===== src/rtl/core/iirdf1_pkg.sv =====
// Shared types and constants for the direct-form-I IIR filter core.
// Depends on nothing; every other file of the core refers to it by scoped names.
package iirdf1_pkg;

   localparam int SAMPLE_WIDTH    = 16;
   localparam int COEFF_WIDTH     = 24;
   localparam int COEFF_FRAC_BITS = 20;
   localparam int ORDER_MAX       = 3;
   localparam int ORDER_WIDTH     = 2;
   localparam int IN_DEPTH        = ORDER_MAX + 1;
   localparam int OUT_DEPTH       = ORDER_MAX;
   localparam int PROD_WIDTH      = COEFF_WIDTH + SAMPLE_WIDTH;
   // up to seven products plus the rounding bias, with margin
   localparam int ACC_WIDTH       = PROD_WIDTH + 4;
   localparam int ROUND_WIDTH     = ACC_WIDTH - COEFF_FRAC_BITS;
   localparam int STEP_WIDTH      = 3;
   localparam int REG_IDX_WIDTH   = 3;

   typedef logic signed [SAMPLE_WIDTH-1:0] sample_type;
   typedef logic signed [COEFF_WIDTH-1:0]  coeff_type;
   typedef logic [ORDER_WIDTH-1:0]         order_type;
   typedef logic [STEP_WIDTH-1:0]          step_type;
   typedef logic [REG_IDX_WIDTH-1:0]       reg_idx_type;

   // register map
   localparam reg_idx_type REG_FILTER_ORDER = 3'd0;
   localparam reg_idx_type REG_COEFF_B0     = 3'd1;
   localparam reg_idx_type REG_COEFF_B1     = 3'd2;
   localparam reg_idx_type REG_COEFF_B2     = 3'd3;
   localparam reg_idx_type REG_COEFF_B3     = 3'd4;
   localparam reg_idx_type REG_COEFF_A1     = 3'd5;
   localparam reg_idx_type REG_COEFF_A2     = 3'd6;
   localparam reg_idx_type REG_COEFF_A3     = 3'd7;

   localparam coeff_type COEFF_ONE = coeff_type'(1 << COEFF_FRAC_BITS);

   typedef enum logic [3:0] {
      ST_IDLE   = 4'b0001,
      ST_MAC    = 4'b0010,
      ST_DRAIN  = 4'b0100,
      ST_FINISH = 4'b1000
   } state_type;

   // controller to datapath
   typedef struct packed {
      logic     start;   // take the sample, shift input history, clear accumulator
      logic     mul;     // multiply the term selected by step
      step_type step;
      logic     finish;  // round, saturate, load result, push output history
   } cmd_type;

   // datapath to controller
   typedef struct packed {
      logic out_busy;    // result register holds an item that is not taken this cycle
   } status_type;

endpackage


===== src/rtl/core/iirdf1_if.sv =====
// Channel interfaces of the IIR filter core: sample input, result output and
// register write port. Depends on iirdf1_pkg for payload types.
interface iirdf1_req_if;
   logic                   valid;
   logic                   ready;
   iirdf1_pkg::sample_type sample_in;
   modport source(output valid, output sample_in, input ready);
   modport sink(input valid, input sample_in, output ready);
endinterface

interface iirdf1_rsp_if;
   logic                   valid;
   logic                   ready;
   iirdf1_pkg::sample_type sample_out;
   logic                   saturated;
   modport source(output valid, output sample_out, output saturated, input ready);
   modport sink(input valid, input sample_out, input saturated, output ready);
endinterface

interface iirdf1_csr_if;
   logic                    valid;
   logic                    ready;
   iirdf1_pkg::reg_idx_type reg_index;
   logic [iirdf1_pkg::COEFF_WIDTH-1:0] wdata;
   modport source(output valid, output reg_index, output wdata, input ready);
   modport sink(input valid, input reg_index, input wdata, output ready);
endinterface


===== src/rtl/core/iir_direct_form_one_filter_core.sv =====
// Top level of the direct-form-I IIR filter core, order 0 to 3.
// Depends on iirdf1_pkg, the channel interfaces, iirdf1_regs, iirdf1_ctrl and iirdf1_dp.
//
// Usage:
//   req_chan  carries one signed 16-bit sample per transfer (valid/ready).
//   rsp_chan  returns one filtered sample and a saturation flag per input sample.
//   csr_chan  writes register reg_index (0 order, 1..4 b0..b3, 5..7 a1..a3);
//             always ready; to be written by the user only while the core is idle, not enforced by the core.
// Timing:
//   One multiplier is shared over the 2*order + 1 taps, one product a cycle,
//   with a registered product feeding the accumulator. After acceptance a
//   sample passes the MAC, drain and finish states, and the result is loaded
//   into the output register in the finish state; the next sample is accepted
//   only once the core is back in idle, so samples are not overlapped.
// Reset (synchronous, active high) clears both histories, sets order 0, b0 to
//   1.0 and all other coefficients to 0, and empties the output register.
// Stall: a pending result is held in the output register while the next sample
//   is accepted and processed; if that one is finished first, the core holds
//   it until the earlier result is transferred.
module iir_direct_form_one_filter_core (
   input logic           clock,
   input logic           reset,
   iirdf1_req_if.sink    req_chan,
   iirdf1_rsp_if.source  rsp_chan,
   iirdf1_csr_if.sink    csr_chan
);

   iirdf1_pkg::order_type  order;
   iirdf1_pkg::coeff_type  coeff_b [0:iirdf1_pkg::ORDER_MAX];
   iirdf1_pkg::coeff_type  coeff_a [1:iirdf1_pkg::ORDER_MAX];
   iirdf1_pkg::cmd_type    cmd;
   iirdf1_pkg::status_type status;
   logic                   req_ready;
   logic                   csr_ready;
   logic                   rsp_valid;
   iirdf1_pkg::sample_type sample_out;
   logic                   saturated;

   iirdf1_regs u_regs (
      .clock     (clock),
      .reset     (reset),
      .csr_valid (csr_chan.valid),
      .csr_ready (csr_ready),
      .csr_index (csr_chan.reg_index),
      .csr_wdata (csr_chan.wdata),
      .order     (order),
      .coeff_b   (coeff_b),
      .coeff_a   (coeff_a)
   );

   iirdf1_ctrl u_ctrl (
      .clock     (clock),
      .reset     (reset),
      .req_valid (req_chan.valid),
      .req_ready (req_ready),
      .order     (order),
      .status    (status),
      .cmd       (cmd)
   );

   iirdf1_dp u_dp (
      .clock      (clock),
      .reset      (reset),
      .sample_in  (req_chan.sample_in),
      .coeff_b    (coeff_b),
      .coeff_a    (coeff_a),
      .cmd        (cmd),
      .status     (status),
      .rsp_valid  (rsp_valid),
      .rsp_ready  (rsp_chan.ready),
      .sample_out (sample_out),
      .saturated  (saturated)
   );

   assign req_chan.ready      = req_ready;
   assign csr_chan.ready      = csr_ready;
   assign rsp_chan.valid      = rsp_valid;
   assign rsp_chan.sample_out = sample_out;
   assign rsp_chan.saturated  = saturated;

endmodule


===== src/rtl/core/iirdf1_regs.sv =====
// Configuration register file of the IIR filter core: filter order and
// the seven Q3.20 coefficients. Depends on iirdf1_pkg.
module iirdf1_regs (
   input  logic                               clock,
   input  logic                               reset,
   input  logic                               csr_valid,
   output logic                               csr_ready,
   input  iirdf1_pkg::reg_idx_type            csr_index,
   input  logic [iirdf1_pkg::COEFF_WIDTH-1:0] csr_wdata,
   output iirdf1_pkg::order_type              order,
   output iirdf1_pkg::coeff_type              coeff_b [0:iirdf1_pkg::ORDER_MAX],
   output iirdf1_pkg::coeff_type              coeff_a [1:iirdf1_pkg::ORDER_MAX]
);

   iirdf1_pkg::order_type order_ff;
   iirdf1_pkg::coeff_type b_ff [0:iirdf1_pkg::ORDER_MAX];
   iirdf1_pkg::coeff_type a_ff [1:iirdf1_pkg::ORDER_MAX];
   logic                  wr_en;

   // writes are always taken
   assign csr_ready = 1'b1;
   assign wr_en     = csr_valid;

   // decode the write and update the addressed register
   always_ff @(posedge clock) begin
      if (reset) begin
         order_ff <= '0;
         b_ff[0]  <= iirdf1_pkg::COEFF_ONE;
         b_ff[1]  <= '0;
         b_ff[2]  <= '0;
         b_ff[3]  <= '0;
         a_ff[1]  <= '0;
         a_ff[2]  <= '0;
         a_ff[3]  <= '0;
      end else if (wr_en) begin
         case (csr_index)
            iirdf1_pkg::REG_FILTER_ORDER: begin
               order_ff <= csr_wdata[iirdf1_pkg::ORDER_WIDTH-1:0];
            end
            iirdf1_pkg::REG_COEFF_B0: b_ff[0] <= csr_wdata;
            iirdf1_pkg::REG_COEFF_B1: b_ff[1] <= csr_wdata;
            iirdf1_pkg::REG_COEFF_B2: b_ff[2] <= csr_wdata;
            iirdf1_pkg::REG_COEFF_B3: b_ff[3] <= csr_wdata;
            iirdf1_pkg::REG_COEFF_A1: a_ff[1] <= csr_wdata;
            iirdf1_pkg::REG_COEFF_A2: a_ff[2] <= csr_wdata;
            iirdf1_pkg::REG_COEFF_A3: a_ff[3] <= csr_wdata;
            default: ;
         endcase
      end
   end

   assign order   = order_ff;
   assign coeff_b = b_ff;
   assign coeff_a = a_ff;

endmodule


===== src/rtl/core/iirdf1_ctrl.sv =====
// Sequencer of the IIR filter core: accepts a sample, steps the shared
// multiply-accumulate over the active taps and releases the result.
// Depends on iirdf1_pkg.
module iirdf1_ctrl (
   input  logic                   clock,
   input  logic                   reset,
   input  logic                   req_valid,
   output logic                   req_ready,
   input  iirdf1_pkg::order_type  order,
   input  iirdf1_pkg::status_type status,
   output iirdf1_pkg::cmd_type    cmd
);

   iirdf1_pkg::state_type state_ff, state_in;
   iirdf1_pkg::step_type  step_ff, step_in;
   iirdf1_pkg::step_type  last_step;
   logic                  accept;

   // feedforward and feedback terms alternate: 2*order + 1 products
   assign last_step = {order, 1'b0};
   assign req_ready = (state_ff == iirdf1_pkg::ST_IDLE);
   assign accept    = req_valid && req_ready;

   // next state and step counter
   always_comb begin
      state_in = state_ff;
      step_in  = step_ff;
      case (state_ff)
         iirdf1_pkg::ST_IDLE: begin
            if (accept) begin
               state_in = iirdf1_pkg::ST_MAC;
               step_in  = '0;
            end
         end
         iirdf1_pkg::ST_MAC: begin
            if (step_ff == last_step) begin
               state_in = iirdf1_pkg::ST_DRAIN;
            end else begin
               step_in = step_ff + 1'b1;
            end
         end
         iirdf1_pkg::ST_DRAIN: begin
            state_in = iirdf1_pkg::ST_FINISH;
         end
         iirdf1_pkg::ST_FINISH: begin
            // hold while the previous result still waits
            if (!status.out_busy) begin
               state_in = iirdf1_pkg::ST_IDLE;
            end
         end
         default: begin
            state_in = iirdf1_pkg::ST_IDLE;
         end
      endcase
   end

   always_ff @(posedge clock) begin
      if (reset) begin
         state_ff <= iirdf1_pkg::ST_IDLE;
         step_ff  <= '0;
      end else begin
         state_ff <= state_in;
         step_ff  <= step_in;
      end
   end

   // commands to the datapath
   always_comb begin
      cmd.start  = accept;
      cmd.mul    = (state_ff == iirdf1_pkg::ST_MAC);
      cmd.step   = step_ff;
      cmd.finish = (state_ff == iirdf1_pkg::ST_FINISH) && !status.out_busy;
   end

endmodule


===== src/rtl/core/iirdf1_dp.sv =====
// Datapath of the IIR filter core: sample histories, shared multiplier with
// registered product, accumulator, rounding, saturation and result register.
// Depends on iirdf1_pkg.
module iirdf1_dp (
   input  logic                   clock,
   input  logic                   reset,
   input  iirdf1_pkg::sample_type sample_in,
   input  iirdf1_pkg::coeff_type  coeff_b [0:iirdf1_pkg::ORDER_MAX],
   input  iirdf1_pkg::coeff_type  coeff_a [1:iirdf1_pkg::ORDER_MAX],
   input  iirdf1_pkg::cmd_type    cmd,
   output iirdf1_pkg::status_type status,
   output logic                   rsp_valid,
   input  logic                   rsp_ready,
   output iirdf1_pkg::sample_type sample_out,
   output logic                   saturated
);

   localparam int ACC_W = iirdf1_pkg::ACC_WIDTH;
   localparam int RND_W = iirdf1_pkg::ROUND_WIDTH;
   localparam logic signed [ACC_W-1:0] ROUND_BIAS =
      ACC_W'(1 << (iirdf1_pkg::COEFF_FRAC_BITS - 1));
   localparam logic signed [RND_W-1:0] SAMPLE_MAX =
      RND_W'((1 << (iirdf1_pkg::SAMPLE_WIDTH - 1)) - 1);
   localparam logic signed [RND_W-1:0] SAMPLE_MIN = -SAMPLE_MAX - RND_W'(1);

   iirdf1_pkg::sample_type x_ff [0:iirdf1_pkg::IN_DEPTH-1];
   iirdf1_pkg::sample_type y_ff [0:iirdf1_pkg::OUT_DEPTH-1];

   logic signed [iirdf1_pkg::PROD_WIDTH-1:0] prod_ff;
   logic                                     prod_vld_ff;
   logic                                     prod_sub_ff;
   logic signed [ACC_W-1:0]                  acc_ff, acc_in;

   logic                   rsp_valid_ff;
   iirdf1_pkg::sample_type sample_out_ff;
   logic                   saturated_ff;

   logic [iirdf1_pkg::ORDER_WIDTH-1:0] tap;
   logic [iirdf1_pkg::ORDER_WIDTH-1:0] fb_idx;
   logic                               is_fb;
   iirdf1_pkg::coeff_type              mul_coeff;
   iirdf1_pkg::sample_type             mul_hist;

   logic signed [ACC_W-1:0] biased;
   logic signed [ACC_W-1:0] shifted;
   logic signed [RND_W-1:0] y_wide;
   iirdf1_pkg::sample_type  y_sat;
   logic                    y_clip;

   // term selection: step 0 is b0*x0, odd steps b[k]*x[k], even steps a[k]*y[k-1]
   always_comb begin
      tap       = iirdf1_pkg::ORDER_WIDTH'((cmd.step + 1'b1) >> 1);
      is_fb     = (cmd.step != '0) && !cmd.step[0];
      fb_idx    = tap - 1'b1;
      mul_coeff = is_fb ? coeff_a[tap] : coeff_b[tap];
      mul_hist  = is_fb ? y_ff[fb_idx] : x_ff[tap];
   end

   // shift the new sample into the input history
   always_ff @(posedge clock) begin
      if (reset) begin
         for (int i = 0; i < iirdf1_pkg::IN_DEPTH; i++) begin
            x_ff[i] <= '0;
         end
      end else if (cmd.start) begin
         x_ff[0] <= sample_in;
         for (int i = 1; i < iirdf1_pkg::IN_DEPTH; i++) begin
            x_ff[i] <= x_ff[i-1];
         end
      end
   end

   // register one product per cycle
   always_ff @(posedge clock) begin
      if (reset) begin
         prod_vld_ff <= 1'b0;
      end else begin
         prod_vld_ff <= cmd.mul;
      end
      prod_ff     <= mul_coeff * mul_hist;
      prod_sub_ff <= is_fb;
   end

   // accumulate the registered product, feedback terms subtracted
   always_comb begin
      acc_in = acc_ff;
      if (cmd.start) begin
         acc_in = '0;
      end else if (prod_vld_ff) begin
         if (prod_sub_ff) begin
            acc_in = acc_ff - ACC_W'(prod_ff);
         end else begin
            acc_in = acc_ff + ACC_W'(prod_ff);
         end
      end
   end

   always_ff @(posedge clock) begin
      acc_ff <= acc_in;
   end

   // round half up, drop the fraction bits, clip to the sample range
   always_comb begin
      biased  = acc_ff + ROUND_BIAS;
      shifted = biased >>> iirdf1_pkg::COEFF_FRAC_BITS;
      y_wide  = shifted[RND_W-1:0];
      if (y_wide > SAMPLE_MAX) begin
         y_sat  = SAMPLE_MAX[iirdf1_pkg::SAMPLE_WIDTH-1:0];
         y_clip = 1'b1;
      end else if (y_wide < SAMPLE_MIN) begin
         y_sat  = SAMPLE_MIN[iirdf1_pkg::SAMPLE_WIDTH-1:0];
         y_clip = 1'b1;
      end else begin
         y_sat  = y_wide[iirdf1_pkg::SAMPLE_WIDTH-1:0];
         y_clip = 1'b0;
      end
   end

   // push the clipped output into the feedback history
   always_ff @(posedge clock) begin
      if (reset) begin
         for (int i = 0; i < iirdf1_pkg::OUT_DEPTH; i++) begin
            y_ff[i] <= '0;
         end
      end else if (cmd.finish) begin
         y_ff[0] <= y_sat;
         for (int i = 1; i < iirdf1_pkg::OUT_DEPTH; i++) begin
            y_ff[i] <= y_ff[i-1];
         end
      end
   end

   // result register: load on finish, drop after the transfer
   always_ff @(posedge clock) begin
      if (reset) begin
         rsp_valid_ff <= 1'b0;
      end else if (cmd.finish) begin
         rsp_valid_ff <= 1'b1;
      end else if (rsp_ready) begin
         rsp_valid_ff <= 1'b0;
      end
      if (cmd.finish) begin
         sample_out_ff <= y_sat;
         saturated_ff  <= y_clip;
      end
   end

   assign status.out_busy = rsp_valid_ff && !rsp_ready;
   assign rsp_valid       = rsp_valid_ff;
   assign sample_out      = sample_out_ff;
   assign saturated       = saturated_ff;

endmodule

===== src/flat_wrapper.sv =====
// flat-port wrapper written by rule: the top's interface ports become plain ports
module iir_direct_form_one_filter_core_flat 
  (clock, reset, req_chan_valid, req_chan_sample_in, req_chan_ready, rsp_chan_valid, rsp_chan_sample_out, rsp_chan_saturated, rsp_chan_ready, csr_chan_valid, csr_chan_reg_index, csr_chan_wdata, csr_chan_ready);
  iirdf1_req_if req_chan_i ();
  iirdf1_rsp_if rsp_chan_i ();
  iirdf1_csr_if csr_chan_i ();
  input logic clock;
  input logic reset;
  input wire logic [$bits(req_chan_i.valid)-1:0] req_chan_valid;
  input wire logic [$bits(req_chan_i.sample_in)-1:0] req_chan_sample_in;
  output wire logic [$bits(req_chan_i.ready)-1:0] req_chan_ready;
  output wire logic [$bits(rsp_chan_i.valid)-1:0] rsp_chan_valid;
  output wire logic [$bits(rsp_chan_i.sample_out)-1:0] rsp_chan_sample_out;
  output wire logic [$bits(rsp_chan_i.saturated)-1:0] rsp_chan_saturated;
  input wire logic [$bits(rsp_chan_i.ready)-1:0] rsp_chan_ready;
  input wire logic [$bits(csr_chan_i.valid)-1:0] csr_chan_valid;
  input wire logic [$bits(csr_chan_i.reg_index)-1:0] csr_chan_reg_index;
  input wire logic [$bits(csr_chan_i.wdata)-1:0] csr_chan_wdata;
  output wire logic [$bits(csr_chan_i.ready)-1:0] csr_chan_ready;
  assign req_chan_i.valid = req_chan_valid;
  assign req_chan_i.sample_in = req_chan_sample_in;
  assign req_chan_ready = req_chan_i.ready;
  assign rsp_chan_valid = rsp_chan_i.valid;
  assign rsp_chan_sample_out = rsp_chan_i.sample_out;
  assign rsp_chan_saturated = rsp_chan_i.saturated;
  assign rsp_chan_i.ready = rsp_chan_ready;
  assign csr_chan_i.valid = csr_chan_valid;
  assign csr_chan_i.reg_index = csr_chan_reg_index;
  assign csr_chan_i.wdata = csr_chan_wdata;
  assign csr_chan_ready = csr_chan_i.ready;
  iir_direct_form_one_filter_core u_core (.clock(clock), .reset(reset), .req_chan(req_chan_i), .rsp_chan(rsp_chan_i), .csr_chan(csr_chan_i));
endmodule

===== config.mk =====
export PLATFORM = sky130hd
export DESIGN_NAME = iir_direct_form_one_filter_core_flat
export DESIGN_NICKNAME = d
export VERILOG_FILES = /design/src/rtl/core/iirdf1_pkg.sv /design/src/rtl/core/iirdf1_if.sv /design/src/rtl/core/iir_direct_form_one_filter_core.sv /design/src/rtl/core/iirdf1_regs.sv /design/src/rtl/core/iirdf1_ctrl.sv /design/src/rtl/core/iirdf1_dp.sv /design/src/flat_wrapper.sv
export SDC_FILE = /design/constraint.sdc
export NUM_CORES = 2
export LEC_CHECK = 0
export ABC_AREA = 1
export BUFFER_PORTS_ARGS = -buffer_cell sky130_fd_sc_hd__buf_2
export CAP_MARGIN = 10
export CORE_ASPECT_RATIO = 0.75
export CORE_MARGIN = 5
export CORE_UTILIZATION = 40
export DETAILED_ROUTE_END_ITERATION = 8
export HOLD_SLACK_MARGIN = 0.12
export PLACE_DENSITY = 0.66
export SLEW_MARGIN = 40
export SYNTH_ARGS = -nofsm -noshare
export SYNTH_HDL_FRONTEND = slang
export SYNTH_SLANG_ARGS = --single-unit

===== constraint.sdc =====
create_clock -name clock -period 17.71 [get_ports clock]
set_input_delay 2.6565 -clock clock [delete_from_list [all_inputs] [get_ports clock]]
set_output_delay 2.6565 -clock clock [all_outputs]
set_load 0.1 [all_outputs]

Word-level counts from Yosys, hierarchy flattened
Memory sizes are Yosys's and may differ from the RTL's.
Index checks and enable logic that the tools add are counted.

word-level totals
  RAM bits = 112
  bits of input ports = 48
  logic and storage cells = 109
  output and inout bits = 20
  memories kept = 2
  bits in registers = 281

operators by class
  $lt $le $gt $ge = 3
  equal/unequal tests = 16
  mux-type cells = 36
  bitwise gates (word level) = 8
  reduce and logical (&&, ||, !) cells = 21
  multiply operators = 1
  add/sub/neg operators = 5

memories
  name              words  width  rd ports  clocked after memory_dff  write ports  line             text
  u_core.u_dp.x_ff  4      16     4         0                         4            iirdf1_dp.sv:26  iirdf1_pkg::sample_type x_ff [0:iirdf1_pkg::IN_DEPTH-1];
  u_core.u_dp.y_ff  3      16     3         0                         3            iirdf1_dp.sv:27  iirdf1_pkg::sample_type y_ff [0:iirdf1_pkg::OUT_DEPTH-1];

operators with widths
  operator                                                      count
  two-way mux 16 bit                                            10
  two-way mux 24 bit                                            5
  binary-select mux 24 bit (select 2 bit)                       2
  adder 44 x 21 -> 44 bit, second input constant                1
  adder 44 x 40 -> 44 bit                                       1
  two-way mux 44 bit                                            1
  subtractor 44 x 40 -> 44 bit                                  1
  multiplier 24 x 16 -> 40 bit                                  1
  > comparator 24 x 16 -> 1 bit, second input constant          1
  less-than comparator 24 x 16 -> 1 bit, second input constant  1
  one-hot mux 4 bit (4 select lines)                            1
  AND reduction 2 bit                                           8
  equality test 3 bit, second input constant                    4
  two-way mux 4 bit                                             3
  two-way mux 1 bit                                             11
  OR 1 bit                                                      7
  equality test 3 x 2 -> 1 bit, second input constant           2
  two-way mux 3 bit                                             2
  one-hot mux 3 bit (2 select lines)                            1
  AND reduction 3 bit                                           2
  equality test 4 x 1 -> 1 bit, second input constant           1
  equality test 4 x 2 -> 1 bit, second input constant           1
  equality test 4 x 3 -> 1 bit, second input constant           1
  equality test 4 bit, second input constant                    1
  other kinds (13)                                              21

Logic depth before layout (Yosys ltp)
  depth after elaboration = 8
  gate-level depth with buffers = 35
  gate-level depth less buffers = 35

By module
A second synthesis with hierarchy kept.

unflattened totals
  cell total of the unflattened synthesis = 4,823
  area, all modules = 35,853.1 um^2

by module, submodules not included
  module       area each (um^2)  cells each  instances  seq. area each (um^2)
  iirdf1_dp    28,761.3          3,796       1          5,615.4
  iirdf1_regs  6,651.4           965         1          3,403.3
  iirdf1_ctrl  440.4             62          1          140.1

Least setup slack after synthesis
OpenSTA, ideal clock, no wires.

  path kind = reg-to-reg
  start point = reg u_core.u_ctrl.step_ff[0]
  end point = reg u_core.u_dp.prod_ff[36] (netlist name)
  arrival = 6.569 ns
  slack = 11.070 ns
  path buffers = 4
  stages on the path, launching flop included = 28
  clock period less this slack = 6.640 ns
  required time = 17.638 ns
  library setup time = 0.072 ns
  path through = dfxtp_1 > inv_1 > ha_1 > buf_2 > buf_2 > buf_4 > a21oi_1 > a21oi_1 > o21ai_0 > nand2_1 > inv_1 > buf_2 > nand2_1 > fa_1 > inv_1 > fa_1 > fa_1 > fa_1 > fa_1 > fa_1 > ha_1 > nand2_1 > nor2_1 > inv_1 > nor4_1 > o21ai_0 > nand3_1 > xor2_1

between the ends
  longest elaborated chain between the ends = 7
  elaborated cells between the ends (all ways) = 17
  classes of those cells = add/sub: 2; mul: 1; mux: 8; bitwise: 1; reduce/logical: 3; memory: 2

ends and longest elaborated chain
  what                                                         line               text
  start, declared                                              iirdf1_ctrl.sv:15  iirdf1_pkg::step_type step_ff, step_in;
  start signal, assigned                                       iirdf1_ctrl.sv:63  step_ff <= step_in;
  branches (longest 6 deep; another with memory (3 x 16 bit))  --
  multiplier 24 x 16 -> 40 bit *                               iirdf1_dp.sv:80    prod_ff <= mul_coeff * mul_hist;
  end signal, assigned                                         iirdf1_dp.sv:80
  end, declared                                                iirdf1_dp.sv:29    logic signed [iirdf1_pkg::PROD_WIDTH-1:0] prod_ff;

Every way passes the cells marked *. The select of a mux whose other input is x is not followed.
A chain may end at the register's enable or synchronous reset.

Worst setup path after layout
Same ends and word-level chain as after synthesis.

==> impl_metrics.env <==
export IMPL_status="finished clean"
export IMPL_start_util_pct=40.1
export IMPL_syn_inst=4626
export IMPL_rsz0062_at_grt="false"
export IMPL_finalSetupViolCount=0
export IMPL_required_ns=18.20
export IMPL_synth_edf_count=129
export IMPL_synth_seq_cells=393
export IMPL_syn_num_nets=5194
export IMPL_async_reset_ff_share_pct=0
export IMPL_cts_tree="yes"
export IMPL_global_route_usage_total_pct=22.6
export IMPL_cts_root_buffer="clkbuf_16"
export IMPL_hold_path_class="reg2reg"
export IMPL_avgSynthCellArea_um2=7.57
export IMPL_fin_skew_ns=0.0292
export IMPL_max_slew_margin_pct=43.9
export IMPL_drc=0
export IMPL_coreArea_um2=87300
export IMPL_post_route_period_util_pct=55.3
export IMPL_grt_ovfl_total=0
export IMPL_wire_per_inst_um=18.4
export IMPL_cpMostUsedCell="inv_1"
export IMPL_yosysWarnings=0
export IMPL_grt_pass1_wl_um=167000
export IMPL_post_cts_buffers=0
export IMPL_nets=5162
export IMPL_max_freq_mhz=102
export IMPL_path_clk_slew_ns=0.07
export IMPL_cap_violations=0
export IMPL_antenna_found_initial=3
export IMPL_chipHeight_um=266
export IMPL_dr_total_vias=30200
export IMPL_yosysUniqueCellTypes=53
export IMPL_numCtsBuffers=40
export IMPL_drtAntennaViolNets=0
export IMPL_place_hpwl_um=81300
export IMPL_place_congestion=0.972
export IMPL_mappedNetlistArea_um2=35000
export IMPL_synth_ff_type="dfxtp_1"
export IMPL_grt_start_max_net_pins=125
export IMPL_cts_resized_gates=0
export IMPL_cp_arrival_ns=10.29
export IMPL_max_stage_delay_ns=0.59
export IMPL_hold_viol=0
export IMPL_viasPerCell=5.22
export IMPL_final_max_slew_violation_count=0
export IMPL_critPathKind="reg2reg"
export IMPL_io_pin_count=68
export IMPL_drtIter0Drc=3056
export IMPL_endpoint_kind="flop"
export IMPL_fp_row_count=94
export IMPL_crit_slowest_cell="inv_1"
export IMPL_io_buffers=66
export IMPL_h_tree_depth=2
export IMPL_syn2layout_area_growth_pct=7.62
export IMPL_crit_fanout=41
export IMPL_finalCriticalPeriod_ns=9.80
export IMPL_cts_max_path_buffers=3
export IMPL_first_pass_iters=6
export IMPL_insertion_delay_ns=0.58
export IMPL_fin_setup_tns_ns=0
export IMPL_yosysSeqAreaShare_pct=26.2
export IMPL_die_w_um=352
export IMPL_grt_pass1_vias=28800
export IMPL_dieArea_um2=93600
export IMPL_start_kind="flop"
export IMPL_drt_total_wl_um=107000
export IMPL_layout_drive_gt1_share_pct=5.04
export IMPL_numClockSinks=393
export IMPL_tightestPinTransition_ns=0.836
export IMPL_ctsHoldBuffers=0
-- cells by family (layout without fill, tap and decap cells) --
family                     Yosys count  count (layout)  synth area share [%]
xor gates and xnor gates           111             111                  2.78
AOI/OAI and AO/OA                  721             721                  11.7
DFF                                393             393                  26.2
buffers and inverters             1065            1065                  11.8
adders and majority gates          520             520                  26.6
muxes                               13              13                 0.372
other                                1               4                0.0107
and+or+nand+nor                   1802            1802                  20.5
-- Yosys cell counts, types with 2 or more instances --
master	instances	area, um2
nor3_1	32	160
edfxtp_1	129	3870
o211ai_1	31	233
o21a_1	4	30.0
and2_1	5	31.3
o22ai_1	14	87.6
clkbuf_1	91	342
nand3_1	118	591
o31ai_1	4	30.0
xnor2_1	28	245
buf_4	9	67.6
clkinv_1	8	30.0
mux2i_1	13	130
inv_1	878	3300
nor2_1	867	3250
nand4_1	14	87.6
a22oi_1	2	15.0
a21oi_2	9	78.8
o21bai_1	57	428
a21boi_0	6	45.0
a211oi_1	6	45.0
inv_2	15	56.3
fa_1	375	7510
nand2_4	2	22.5
o21ai_0	356	1780
buf_6	3	33.8
nor3_2	2	20.0
dfxtp_1	264	5290
buf_2	55	275
a21o_1	14	105
nand2_1	718	2700
a21oi_1	171	856
or2_2	4	25.0
nand3_2	2	20.0
a31oi_1	14	87.6
xor2_1	83	727
ha_1	145	1810
nand2_2	14	87.6
o221ai_1	30	263
nor4_1	19	119
buf_1	3	11.3
-- metal layers --
layer | track usage [%] | share of wire, % | vias up
li1 | - | - | 14200
met1 | 34.6 | 47 | 14600
met2 | 32.6 | 41 | 1253
met3 | 5.34 | 10 | 127
met4 | 4.31 | 2.0 | 0
met5 | 0 | 0 | -
-- cell type report --
cell class,count,area [um2]
Tap cell,1152,1440
Multi-Input combinational cell,3168,21800
Sequential cell,393,9160
Inverter,902,3390
Timing Repair Buffer,89,510
Fill cell,8887,49600
Clock buffer,58,1230
Antenna cell,3,7.51
Clock inverter,16,148
-- cells in the final DEF, fill, tap and decap left out, drive strengths merged, types with 58 or more instances in the layout --
master	n
nand3	120
nor2	869
nand2	734
a21oi	180
buf	89
ha	145
clkbuf	58
xor2	83
fa	375
edfxtp	129
inv	896
dfxtp	264
o21ai	356
-- critical path, delay by kind of cell (launching register included) --
family	cells	cell delay, ns
fa+ha+maj	8	3.82
flops	1	0.35
simple gates	10	2.56
buf+inv	9	2.13
xor+xnor	1	0.14
compound gates	2	0.63
-- worst paths after layout --
check	slack, ns	cells after the start	startpoint	end
max	7.91	30	u_core.u_ctrl.step_ff[0]	u_core.u_dp.prod_ff[36]
min	0.45	2	u_core.u_regs.coeff_a[5]	u_core.u_regs.coeff_a[5]
max reg2reg	7.91	30	u_core.u_ctrl.step_ff[0]	u_core.u_dp.prod_ff[36]
min reg2reg	0.45	2	u_core.u_regs.coeff_a[5]	u_core.u_regs.coeff_a[5]
-- per-stage QoR --
step	cells	worst slack, ns	area, um2	hold WS (ns)	util, %
global placement	5704	8.19	36200	0.434	41.5
CTS	5778	8.22	37700	0.453	43.2
detailed placement	5704	8.28	36300	0.443	41.6
floorplan	4626	11.07	35000	0.424	-
finish	5781	7.91	37700	0.452	43.2
global route	5781	7.52	37700	0.482	43.2
-- sequential cells by signal, indices dropped and copies added (netlist names) --
signal and flops:
u_core.u_dp.prod_sub_ff 1, u_core.u_dp.prod_ff 40, u_core.u_dp.prod_vld_ff 1, u_core.u_ctrl.state_ff 4, u_core.u_regs.order 2, u_core.u_regs.coeff_a 72
u_core.u_regs.coeff_b 96, u_core.u_dp.x_ff 64, u_core.u_dp.rsp_valid 1, u_core.u_dp.acc_ff 44, u_core.u_ctrl.step_ff 3, u_core.u_dp.y_ff 48
u_core.u_dp.sample_out 16, u_core.u_dp.saturated 1
Power is not shown: default switching activity piles up to over one toggle a cycle in this logic, so the estimate is an artifact.
